$ cat src/lree_pkg.sv
// ----------------------------------------------------------------------------
// lree_pkg
// Shared widths, codes and defaults of the LED ring effect engine.
// ----------------------------------------------------------------------------
package lree_pkg;

    // pixel store word: {red, green, blue}
    localparam int PIX_W             = 24;
    localparam int PIXEL_COUNT_DEF   = 16;
    localparam int TRAIL_W           = 7;

    // input operation codes
    localparam logic [1:0] OP_FRAME    = 2'd0;
    localparam logic [1:0] OP_SET_BRT  = 2'd1;
    localparam logic [1:0] OP_FADE_OUT = 2'd2;
    localparam logic [1:0] OP_FADE_IN  = 2'd3;

    // effect modes
    localparam logic [2:0] MODE_OFF     = 3'd0;
    localparam logic [2:0] MODE_SOLID   = 3'd1;
    localparam logic [2:0] MODE_BLINK   = 3'd2;
    localparam logic [2:0] MODE_BREATHE = 3'd3;
    localparam logic [2:0] MODE_SPINNER = 3'd4;
    localparam logic [2:0] MODE_HOLD    = 3'd5;

    // configuration register indexes
    localparam logic [2:0] REG_MODE     = 3'd0;
    localparam logic [2:0] REG_RED      = 3'd1;
    localparam logic [2:0] REG_GREEN    = 3'd2;
    localparam logic [2:0] REG_BLUE     = 3'd3;
    localparam logic [2:0] REG_BLINK_P  = 3'd4;
    localparam logic [2:0] REG_SPIN_P   = 3'd5;
    localparam logic [2:0] REG_TRAIL    = 3'd6;
    localparam logic [2:0] REG_RAMP     = 3'd7;

    // configuration reset values
    localparam logic [15:0] BLINK_P_RST = 16'd500;
    localparam logic [15:0] SPIN_P_RST  = 16'd100;
    localparam logic [6:0]  TRAIL_RST   = 7'd5;
    localparam logic [7:0]  RAMP_RST    = 8'd5;
    localparam logic [7:0]  LEVEL_MAX   = 8'd255;

    typedef enum logic [1:0] {
        FADE_NONE = 2'd0,
        FADE_OUT  = 2'd1,
        FADE_IN   = 2'd2
    } t_fade;

    // what a frame does to the store
    typedef enum logic [1:0] {
        ACT_KEEP = 2'd0,
        ACT_FILL = 2'd1,
        ACT_SPIN = 2'd2
    } t_act;

    typedef struct packed {
        logic [5:0] index;
        logic [7:0] green;
        logic [7:0] red;
        logic [7:0] blue;
        logic       last;
    } t_px_out;

endpackage

$ cat src/led_ring_effect_engine_unit.sv
// ----------------------------------------------------------------------------
// led_ring_effect_engine_unit
// Frame engine for an LED ring: fades, effect redraw and pixel emission.
// ----------------------------------------------------------------------------
// A frame-tick item steps the master brightness fade, redraws the pixel
// store for the selected effect and emits PIXEL_COUNT pixel items, pixel 0
// first, tlast on the final one. Brightness loads and fade starts emit
// nothing. A frame runs through setup (fade/effect step, colour multiply,
// divide by 255), then one pixel a cycle while the output accepts, set by
// the single read-modify-write pass over the pixel store, then the last
// write-back, the return to idle and the idle cycle in which the next item
// is taken. A two-entry output queue lets the store pass run two pixels
// ahead of the consumer; beyond that a held back output stalls the pass.
// Input items are taken again once the pass has finished.
module led_ring_effect_engine_unit #(
    parameter int PIXEL_COUNT = lree_pkg::PIXEL_COUNT_DEF
) (
    input  logic        i_clk,
    input  logic        i_rst_n,
    // configuration
    input  logic        i_cfg_we,
    input  logic [2:0]  i_cfg_addr,
    input  logic [15:0] i_cfg_wdata,
    // input items
    input  logic        i_s_axis_tvalid,
    output logic        o_s_axis_tready,
    input  logic [39:0] i_s_axis_tdata,   // now_ms[31:0], brightness_value[39:32]
    input  logic [1:0]  i_s_axis_tuser,   // op[1:0]
    // pixel items
    output logic        o_m_axis_tvalid,
    input  logic        i_m_axis_tready,
    output logic [31:0] o_m_axis_tdata,   // pixel_index[5:0], green[13:6],
                                          // red[21:14], blue[29:22], zero pad
    output logic        o_m_axis_tlast
);

    localparam int AW = $clog2(PIXEL_COUNT);
    localparam int CW = $clog2(PIXEL_COUNT + 1);
    localparam int PW = lree_pkg::PIX_W;
    localparam int TW = lree_pkg::TRAIL_W;

    typedef enum logic [4:0] {
        S_IDLE  = 5'b00001,
        S_STEP  = 5'b00010,
        S_MUL   = 5'b00100,
        S_SCALE = 5'b01000,
        S_RUN   = 5'b10000
    } t_state;

    // configuration
    logic [2:0]  r_mode;
    logic [7:0]  r_col_r, r_col_g, r_col_b;
    logic [15:0] r_blink_p, r_spin_p;
    logic [6:0]  r_trail;
    logic [7:0]  r_ramp;

    // effect state
    t_state          r_state;
    logic [7:0]      r_master;
    lree_pkg::t_fade r_fade;
    logic            r_blink_on;
    logic [31:0]     r_blink_stamp;
    logic [7:0]      r_br_level;
    logic            r_br_rising;
    logic [AW-1:0]   r_spin_off;
    logic [31:0]     r_spin_stamp;
    logic [31:0]     r_now;
    lree_pkg::t_act  r_act;

    // colour scaling
    logic [15:0]   r_prod_r, r_prod_g, r_prod_b;
    logic [PW-1:0] r_fill;

    // store pass and output queue
    logic [CW-1:0]     r_idx;
    logic              r_inflight;
    logic [AW-1:0]     r_rd_idx;
    logic [1:0]        r_cnt;
    logic              r_head;
    lree_pkg::t_px_out r_q [2];

    // ---------------------------------------------------------------- config
    always_ff @(posedge i_clk) begin
        if (!i_rst_n) begin
            r_mode    <= lree_pkg::MODE_OFF;
            r_col_r   <= '0;
            r_col_g   <= '0;
            r_col_b   <= '0;
            r_blink_p <= lree_pkg::BLINK_P_RST;
            r_spin_p  <= lree_pkg::SPIN_P_RST;
            r_trail   <= lree_pkg::TRAIL_RST;
            r_ramp    <= lree_pkg::RAMP_RST;
        end else if (i_cfg_we) begin
            unique case (i_cfg_addr)
                lree_pkg::REG_MODE:    r_mode    <= i_cfg_wdata[2:0];
                lree_pkg::REG_RED:     r_col_r   <= i_cfg_wdata[7:0];
                lree_pkg::REG_GREEN:   r_col_g   <= i_cfg_wdata[7:0];
                lree_pkg::REG_BLUE:    r_col_b   <= i_cfg_wdata[7:0];
                lree_pkg::REG_BLINK_P: r_blink_p <= i_cfg_wdata;
                lree_pkg::REG_SPIN_P:  r_spin_p  <= i_cfg_wdata;
                lree_pkg::REG_TRAIL:   r_trail   <= i_cfg_wdata[6:0];
                lree_pkg::REG_RAMP:    r_ramp    <= i_cfg_wdata[7:0];
            endcase
        end
    end

    // ------------------------------------------------------ step arithmetic
    logic [8:0]  fade_sum, br_sum;
    logic [7:0]  fade_up, fade_dn, br_up, br_dn;
    logic        blink_due, spin_due;
    logic [AW-1:0] spin_next;
    logic [PW-1:0] colour;

    assign fade_sum  = {1'b0, r_master} + {1'b0, r_ramp};
    assign fade_up   = fade_sum[8] ? lree_pkg::LEVEL_MAX : fade_sum[7:0];
    assign fade_dn   = (r_master > r_ramp) ? r_master - r_ramp : 8'd0;
    assign br_sum    = {1'b0, r_br_level} + {1'b0, r_ramp};
    assign br_up     = br_sum[8] ? lree_pkg::LEVEL_MAX : br_sum[7:0];
    assign br_dn     = (r_br_level > r_ramp) ? r_br_level - r_ramp : 8'd0;
    assign blink_due = (r_now - r_blink_stamp) > {16'd0, r_blink_p};
    assign spin_due  = (r_now - r_spin_stamp) > {16'd0, r_spin_p};
    assign spin_next = (r_spin_off == AW'(PIXEL_COUNT - 1)) ? '0 : r_spin_off + 1'b1;
    assign colour    = {r_col_r, r_col_g, r_col_b};

    // x / 255 for x <= 255*255
    function automatic logic [7:0] div255(input logic [15:0] x);
        logic [15:0] s;
        s = x + {8'd0, x[15:8]} + 16'd1;
        return s[15:8];
    endfunction

    // ------------------------------------------------------ store pass
    logic          pop, issue, push;
    logic [1:0]    occ;
    logic [PW-1:0] rd_data, new_px;
    logic [AW:0]   rel_wide;
    logic [AW-1:0] rel;
    logic          lit;
    logic          tail;

    assign pop   = o_m_axis_tvalid && i_m_axis_tready;
    assign occ   = r_cnt + {1'b0, r_inflight};
    assign issue = (r_state == S_RUN) && (r_idx != CW'(PIXEL_COUNT))
                   && ((occ < 2'd2) || pop);
    assign push  = r_inflight;
    assign tail  = r_head ^ r_cnt[0];

    // ring position of this pixel relative to the spinner head
    assign rel_wide = (r_rd_idx >= r_spin_off)
                      ? {1'b0, r_rd_idx} - {1'b0, r_spin_off}
                      : {1'b0, r_rd_idx} + (AW+1)'(PIXEL_COUNT) - {1'b0, r_spin_off};
    assign rel      = rel_wide[AW-1:0];
    assign lit      = TW'(rel) < r_trail;

    always_comb begin
        unique case (r_act)
            lree_pkg::ACT_FILL: new_px = r_fill;
            lree_pkg::ACT_SPIN: new_px = lit ? colour : '0;
            default:            new_px = rd_data;
        endcase
    end

    lree_pix_store #(
        .DEPTH (PIXEL_COUNT),
        .AW    (AW)
    ) u_store (
        .i_clk     (i_clk),
        .i_rst_n   (i_rst_n),
        .i_rd_en   (issue),
        .i_rd_addr (r_idx[AW-1:0]),
        .o_rd_data (rd_data),
        .i_wr_en   (push),
        .i_wr_addr (r_rd_idx),
        .i_wr_data (new_px)
    );

    // ------------------------------------------------------ control
    assign o_s_axis_tready = (r_state == S_IDLE);

    always_ff @(posedge i_clk) begin
        if (!i_rst_n) begin
            r_state       <= S_IDLE;
            r_master      <= lree_pkg::LEVEL_MAX;
            r_fade        <= lree_pkg::FADE_NONE;
            r_blink_on    <= 1'b0;
            r_blink_stamp <= '0;
            r_br_level    <= '0;
            r_br_rising   <= 1'b1;
            r_spin_off    <= '0;
            r_spin_stamp  <= '0;
            r_act         <= lree_pkg::ACT_KEEP;
            r_idx         <= '0;
            r_inflight    <= 1'b0;
            r_cnt         <= '0;
            r_head        <= 1'b0;
        end else begin
            unique case (r_state)
                S_IDLE: begin
                    if (i_s_axis_tvalid) begin
                        unique case (i_s_axis_tuser)
                            lree_pkg::OP_SET_BRT:  r_master <= i_s_axis_tdata[39:32];
                            lree_pkg::OP_FADE_OUT: r_fade   <= lree_pkg::FADE_OUT;
                            lree_pkg::OP_FADE_IN:  r_fade   <= lree_pkg::FADE_IN;
                            lree_pkg::OP_FRAME:    r_state  <= S_STEP;
                        endcase
                    end
                end
                S_STEP: begin
                    unique case (r_fade)
                        lree_pkg::FADE_OUT: begin
                            r_master <= fade_dn;
                            if (fade_dn == 8'd0) r_fade <= lree_pkg::FADE_NONE;
                        end
                        lree_pkg::FADE_IN: begin
                            r_master <= fade_up;
                            if (fade_up == lree_pkg::LEVEL_MAX) r_fade <= lree_pkg::FADE_NONE;
                        end
                        default: ;
                    endcase
                    unique case (r_mode)
                        lree_pkg::MODE_OFF, lree_pkg::MODE_SOLID: r_act <= lree_pkg::ACT_FILL;
                        lree_pkg::MODE_BLINK: begin
                            if (blink_due) begin
                                r_blink_on    <= !r_blink_on;
                                r_blink_stamp <= r_now;
                                r_act         <= lree_pkg::ACT_FILL;
                            end else begin
                                r_act         <= lree_pkg::ACT_KEEP;
                            end
                        end
                        lree_pkg::MODE_BREATHE: begin
                            r_act <= lree_pkg::ACT_FILL;
                            if (r_br_rising) begin
                                r_br_level <= br_up;
                                if (br_up == lree_pkg::LEVEL_MAX) r_br_rising <= 1'b0;
                            end else begin
                                r_br_level <= br_dn;
                                if (br_dn == 8'd0) r_br_rising <= 1'b1;
                            end
                        end
                        lree_pkg::MODE_SPINNER: begin
                            if (spin_due) begin
                                r_spin_off   <= spin_next;
                                r_spin_stamp <= r_now;
                                r_act        <= lree_pkg::ACT_SPIN;
                            end else begin
                                r_act        <= lree_pkg::ACT_KEEP;
                            end
                        end
                        default: r_act <= lree_pkg::ACT_KEEP;  // hold and unused codes
                    endcase
                    r_state <= S_MUL;
                end
                S_MUL:   r_state <= S_SCALE;
                S_SCALE: begin
                    r_idx   <= '0;
                    r_state <= S_RUN;
                end
                S_RUN: begin
                    if (issue) begin
                        r_idx <= r_idx + 1'b1;
                    end else if (r_idx == CW'(PIXEL_COUNT) && !r_inflight) begin
                        r_state <= S_IDLE;
                    end
                end
                default: r_state <= S_IDLE;
            endcase

            r_inflight <= issue;
            r_cnt      <= r_cnt + {1'b0, push} - {1'b0, pop};
            if (pop) begin
                r_head <= !r_head;
            end
        end
    end

    // payload registers
    always_ff @(posedge i_clk) begin
        logic [7:0] level;
        level = (r_mode == lree_pkg::MODE_BREATHE) ? r_br_level : r_master;
        if (o_s_axis_tready && i_s_axis_tvalid) begin
            r_now <= i_s_axis_tdata[31:0];
        end
        if (r_state == S_MUL) begin
            r_prod_r <= {8'd0, r_col_r} * {8'd0, level};
            r_prod_g <= {8'd0, r_col_g} * {8'd0, level};
            r_prod_b <= {8'd0, r_col_b} * {8'd0, level};
        end
        if (r_state == S_SCALE) begin
            unique case (r_mode)
                lree_pkg::MODE_SOLID, lree_pkg::MODE_BREATHE:
                    r_fill <= {div255(r_prod_r), div255(r_prod_g), div255(r_prod_b)};
                lree_pkg::MODE_BLINK:
                    r_fill <= r_blink_on ? colour : '0;
                default:
                    r_fill <= '0;
            endcase
        end
        if (issue) begin
            r_rd_idx <= r_idx[AW-1:0];
        end
        if (push) begin
            r_q[tail].index <= 6'(r_rd_idx);
            r_q[tail].red   <= new_px[23:16];
            r_q[tail].green <= new_px[15:8];
            r_q[tail].blue  <= new_px[7:0];
            r_q[tail].last  <= (r_rd_idx == AW'(PIXEL_COUNT - 1));
        end
    end

    assign o_m_axis_tvalid = (r_cnt != 2'd0);
    assign o_m_axis_tdata  = {2'b00, r_q[r_head].blue, r_q[r_head].red,
                              r_q[r_head].green, r_q[r_head].index};
    assign o_m_axis_tlast  = r_q[r_head].last;

endmodule

$ cat src/lree_pix_store.sv
// ----------------------------------------------------------------------------
// lree_pix_store
// Pixel store: one write and one registered read port, with a valid bit per
// entry so that entries not yet written since reset read as black.
// ----------------------------------------------------------------------------
module lree_pix_store #(
    parameter int DEPTH = lree_pkg::PIXEL_COUNT_DEF,
    parameter int AW    = $clog2(DEPTH)
) (
    input  logic                      i_clk,
    input  logic                      i_rst_n,
    input  logic                      i_rd_en,
    input  logic [AW-1:0]             i_rd_addr,
    output logic [lree_pkg::PIX_W-1:0] o_rd_data,
    input  logic                      i_wr_en,
    input  logic [AW-1:0]             i_wr_addr,
    input  logic [lree_pkg::PIX_W-1:0] i_wr_data
);

    logic [lree_pkg::PIX_W-1:0] mem [DEPTH];
    logic [DEPTH-1:0]           r_valid;
    logic [lree_pkg::PIX_W-1:0] r_rd_data;
    logic                       r_rd_valid;

    always_ff @(posedge i_clk) begin
        if (i_wr_en) begin
            mem[i_wr_addr] <= i_wr_data;
        end
        if (i_rd_en) begin
            r_rd_data <= mem[i_rd_addr];
        end
    end

    always_ff @(posedge i_clk) begin
        if (!i_rst_n) begin
            r_valid    <= '0;
            r_rd_valid <= 1'b0;
        end else begin
            if (i_wr_en) begin
                r_valid[i_wr_addr] <= 1'b1;
            end
            if (i_rd_en) begin
                r_rd_valid <= r_valid[i_rd_addr];
            end
        end
    end

    assign o_rd_data = r_rd_valid ? r_rd_data : '0;

endmodule
$ cat config.mk
export PLATFORM = sky130hd
export DESIGN_NAME = led_ring_effect_engine_unit
export DESIGN_NICKNAME = d
export VERILOG_FILES = /design/src/lree_pkg.sv /design/src/led_ring_effect_engine_unit.sv /design/src/lree_pix_store.sv
export SDC_FILE = /design/constraint.sdc
export NUM_CORES = 2
export LEC_CHECK = 0
export ABC_AREA = 1
export BUFFER_PORTS_ARGS = -buffer_cell sky130_fd_sc_hd__buf_2
export CELL_PAD_IN_SITES_DETAIL_PLACEMENT = 1
export CELL_PAD_IN_SITES_GLOBAL_PLACEMENT = 2
export CORE_MARGIN = 2
export CORE_UTILIZATION = 44
export DETAILED_ROUTE_END_ITERATION = 10
export GPL_ROUTABILITY_DRIVEN = 0
export PLACE_DENSITY_LB_ADDON = 0.1
export SLEW_MARGIN = 20
export SYNTH_ARGS = -nofsm -noshare
export SYNTH_HDL_FRONTEND = slang
export SYNTH_SLANG_ARGS = --single-unit
$ cat constraint.sdc
create_clock -name i_clk -period 15.9 [get_ports i_clk]
set_input_delay 0.795 -clock i_clk [delete_from_list [all_inputs] [get_ports i_clk]]
set_output_delay 0.795 -clock i_clk [all_outputs]
set_load 0.02 [all_outputs]
# Yosys cells after proc, flatten, opt, wreduce, memory -nomap -nowiden
# Memories as Yosys holds them, arrays and structs flattened. A register that Yosys moved wholly into a read port is not among the register bits.
# Cells that the tools add are included.
[totals] output_inout_bits=35 mem_count=2 register_bits=303 wordCells=184 input_bits=66 ram_bits=442
[classes] reduce_logical=35 n_mul=3 n_mux=44 magnitude_cmp=10 bitwise_logic=2 addsub=19 eq_ne=39
[memory_table] name="u_store.mem" words=16 word_bits=24 rd=1 rd_ports_with_merged_regs=1 wr=1 line="lree_pix_store.sv:20" text="logic [lree_pkg::PIX_W-1:0] mem [DEPTH];"
[memory_table] name="r_q" words=2 word_bits=29 rd=1 rd_ports_with_merged_regs=1 wr=1 line="led_ring_effect_engine_unit.sv:80" text="lree_pkg::t_px_out r_q [2];"
[ops] op="$pmux 24 s2" n=2
[ops] op="$mux 24" n=3
[ops] op="$gt 32x16->1" n=2
[ops] op="$mux 8" n=8
[ops] op="$sub 32x32->32" n=2
[ops] op="$add 16x1->16 const B" n=3
[ops] op="$add 16x8->16" n=3
[ops] op="$mul 8x8->16" n=3
[ops] op="$pmux 8 s2" n=2
[ops] op="$mux 5" n=5
[ops] op="$pmux 5 s5" n=1
[ops] op="$reduce_and 2->1" n=10
[ops] op="$add 8x8->9" n=2
[ops] op="$eq 8x8->1 const B" n=2
[ops] op="$gt 8x8->1" n=2
[ops] op="$logic_not 8->1" n=2
[ops] op="$or 16x16->16" n=1
[ops] op="$sub 8x8->8" n=2
[ops] op="$eq 3x3->1 const B" n=5
[ops] op="$eq 3x2->1 const B" n=4
[ops] op="$pmux 2 s2" n=3
[ops] op="$eq 5x5->1 const B" n=2
[ops] op="$lt 4x5->1 const B" n=2
[ops] op="$mux 1" n=10
[ops] op="other kinds (40)" n=71

# Depth between registers and ports, before layout
[logic_depth] depth_word=6 mapped_depth=29 mapped_depth_nobuf=27

# Modules after synthesis
# Synthesis repeated with hierarchy kept, for this count alone.
[unflattened] cells_unflattened=4969 area_unflattened_um2=44216.2
[modules_own_cells] mod="led_ring_effect_engine_unit" instances=1 cells_each=3666 seq_area_each_um2=8568.2 area_each_um2=27522.6
[modules_own_cells] mod="lree_pix_store" instances=1 cells_each=1303 seq_area_each_um2=12592.1 area_each_um2=16693.5

# Worst setup path before layout
# OpenSTA, ideal clock, no wires.
[synth_timing] kind="flip-flop to flip-flop" start="register r_mode[0]" end="register r_prod_b[15], data pin" arrival_ns=5.385 setup_time_ns=0.252 path_stages_with_launch=29 t_required_ns=15.648 synth_period_minus_slack_ns=5.637 path_slack_ns=10.263 path_buffers=1 cell_sequence="dfxtp_1 inv_1 nor2_2 inv_2 nor2_1 inv_1 or2_2 o21ai_0 clkbuf_1 nor2_1 fa_1 fa_1 inv_1 fa_1 fa_1 inv_1 ha_1 a21oi_1 o21ai_0 a21oi_1 o21bai_1 a21boi_0 o21ai_0 nand2_1 nand2_1 a21oi_1 inv_1 nand2_1 nand2_1"
[synth_between] elab_chain_len=3
[synth_rtl] item="start: declaration" line="led_ring_effect_engine_unit.sv:51" text="logic [2:0] r_mode;"
[synth_rtl] item="start signal: assignment" line="led_ring_effect_engine_unit.sv:85" text="r_mode <= lree_pkg::MODE_OFF;"
[synth_rtl] item="start signal: assignment" line="led_ring_effect_engine_unit.sv:95" text="lree_pkg::REG_MODE: r_mode <= i_cfg_wdata[2:0];"
[synth_rtl] item="$eq 3x2->1" line="led_ring_effect_engine_unit.sv:280" text="level = (r_mode == lree_pkg::MODE_BREATHE) ? r_br_level : r_master;"
[synth_rtl] item="$mux 8" line="led_ring_effect_engine_unit.sv:280"
[synth_rtl] item="$mul 8x8->16" line="led_ring_effect_engine_unit.sv:287" text="r_prod_b <= {8'd0, r_col_b} * {8'd0, level};"
[synth_rtl] item="end signal: assignment" line="led_ring_effect_engine_unit.sv:287"
[synth_rtl] item="end: declaration" line="led_ring_effect_engine_unit.sv:71" text="logic [15:0] r_prod_r, r_prod_g, r_prod_b;"
# No other way between the ends.
# A chain may end at the register's enable or synchronous reset.

# Worst setup path after layout
[layout_timing] start="register r_mode[2]" end="register r_prod_b[15], data pin"
# Same word-level chain as after synthesis.

==> metrics.cfg <==
[power_and_ir_drop]
pwr-share-comb_pct = 18.0
p_per_area_nw_per_um2 = 108
leakagePower_nw = 19.8
power_frac_clock_pct = 39.6
p_int_mw = 3.68
swShare_pct = 30.0
p_switching_mw = 1.57
ir_drop_mv = 0.0960
pwr-share-seq_pct = 42.4

[clock_tree]
h-tree-depth = 3
post_cts_resized = 0
cts_setup_buffers = 0
cts_sinks = 770
cts_buffers = 87
clockRootBuffer = clkbuf_16
clk_pin_slew_ps = 60
hold_buffers = 0
clockBufferDepth = 3
insertion_delay_ps = 700
cts_tree = done

[synth]
synth_seq_cells = 770
synth_area_um2 = 43600
synth_ff_type = edfxtp_1
synthCells = 4854
ys_warn_count = 0
synth_cell_types = 59
ys_seq_area_share_pct = 48.6
synth-edff-count = 574
async_flop_share_pct = 0
syn_area_per_cell_um2 = 8.97

[grt]
grt_usage_pct = 26.6
grt_max_degree = 96
globalRouteOverflowTotal = 0
antenna_found_initial = 2
grt_pass1_vias = 35700
grt_pass1_wl_um = 209000

[die]
core_area_um2 = 98300
die_y_um = 319
io_pins = 101
row_count = 115
die_width_um = 319
die_area_um2 = 102000
initial_utilization_pct = 44.3

[placed_design]
place_area_um2 = 45600
portBuffers = 96
place_inst = 6116
detailed_place_hpwl_um = 92400

[timing]
fin_setup_tns_ps = 0
slew_headroom_pct = 23.4
maxSlewViolCount = 0
setup_viol = 0
rsz0062_at_grt = false
skew_ps = 65.6
max_freq_ghz = 0.153
tightest_slew_ps = 1150
timing.final.hold_violations = 0
min_period_ps = 6530
period_share_pct = 41.0

[run]
drv_cap = 0

[critical_path]
path_class = register to register
start_kind = register
crit_family = adder cells
end_kind = register
cp_slowest_cell = fa_1
crit_arrival_ps = 6960
cp_max_fo = 19
path_buf_inv = 9
crit_required_ps = 16330
cpPeakStageDelay_ps = 570
cpMostUsedCell = inv_1

[final_layout]
regArea_um2 = 21200
final_common_cell = nand2_1
utilization_pct = 49.6
final_cell_mix = nand2_1, inv_1, nor2_1
multi_input_area_um2 = 19300
finalNetCount = 5375
design_area_um2 = 48700
n_fill_cell = 11400
drive_gt1_share_pct = 8.63
finalNonFillerCells = 6283
area_growth_pct = 11.9

[route]
drtAntennaViolNets = 0
drt_iter0_drc = 2249
wl_um = 135000
vias = 34100
viasPerCell = 5.43
drc_errors = 0
dr.pass1.iters = 5
wl_per_cell_um = 21.5

[outcome]
status = complete, no violations

[min_path]
min_path_type = primary input to register

[layout make-up]
cell class	instances	share of cell area, %
Multi-Input combinational cell	3221	39.7
Inverter	691	5.34
Tap cell	1287	3.30
Clock buffer	114	4.95
Antenna cell	1	0.00514
Clock inverter	46	1.13
Timing Repair Buffer	153	2.18
Sequential cell	770	43.4
[sequential cells by signal (all words and copies together) (netlist names), 5 cells and up, named ones only]
register,cells
r_spin_stamp,32
u_store.mem,384
r_state,5
u_store.r_valid,16
r_idx,5
r_fill,24
r_now,32
r_col_g,8
r_prod_g,16
r_col_r,8
r_q,58
r_prod_r,16
r_prod_b,16
r_br_level,8
r_blink_p,16
r_master,8
r_blink_stamp,32
u_store.r_rd_data,24
r_trail,7
r_spin_p,16
r_col_b,8
r_ramp,8
[power by group through the flow]
stage                     Combinational, mW  Clock, mW  Sequential, mW
after floorplan                       0.666          0            2.24
after global placement                0.938          0            2.27
after detailed placement              0.955          0            2.27
after CTS                             0.963       2.12            2.23
after global routing                   1.09       2.20            2.23
final                                 0.946       2.08            2.23
[cell usage after synthesis (115+ instances only)]
cell type	number	share of area, %
a21oi_1	285	3.3
clkbuf_1	145	1.2
dfxtp_1	196	9.0
edfxtp_1	574	40
fa_1	115	5.3
ha_1	270	7.8
inv_1	659	5.7
nand2_1	886	7.6
nand3_1	211	2.4
nor2_1	640	5.5
o21ai_0	355	4.1
o22ai_1	118	1.7
[stage by stage]
stage | total power [mW] | hold slack (ps) | worst slack, ps
2_1_floorplan | 2.91 | 406 | 10260
3_3_place_gp | 3.21 | 443 | 9440
3_5_place_dp | 3.23 | 455 | 9350
4_1_cts | 5.31 | 238 | 9320
5_1_grt | 5.52 | 250 | 8900
6_report | 5.26 | 287 | 9370
[routing by layer]
| metal | vias to the layer above | share of wire (%) | global-route usage [%] |
|---|---|---|---|
| met3 | 156 | 5.2 | 3.99 |
| met2 | 711 | 49 | 45.6 |
| li1 | 16300 | - | - |
| met5 | - | 0 | 0 |
| met4 | 0 | 2.3 | 6.71 |
| met1 | 17000 | 44 | 35.4 |
[path summary, 6_finish.rpt]
| check | start | slack, ps | end | depth (start not counted) |
|---|---|---|---|---|
| min | i_s_axis_tdata[0] | 290 | r_now[0] | 1 |
| min reg2reg | r_trail[3] | 460 | r_trail[3] | 2 |
| max reg2reg | r_mode[2] | 9370 | r_prod_b[15] | 28 |
| max | r_mode[2] | 9370 | r_prod_b[15] | 28 |
[cells by family (layout without fill, tap and decap cells)]
logic type      after synthesis  count (layout)  synth area share (%)
flops                       770             770                  48.6
compound gates              846             846                  10.6
other cells                   1               5               0.00861
mux                          29              29                 0.750
buf+inv                     866            1004                  7.67
fa+ha+maj                   385             385                  13.0
xor+xnor                     83              83                  1.67
simple gates               1874            1874                  17.7
Note: power is estimated with default switching activity, not from simulation.
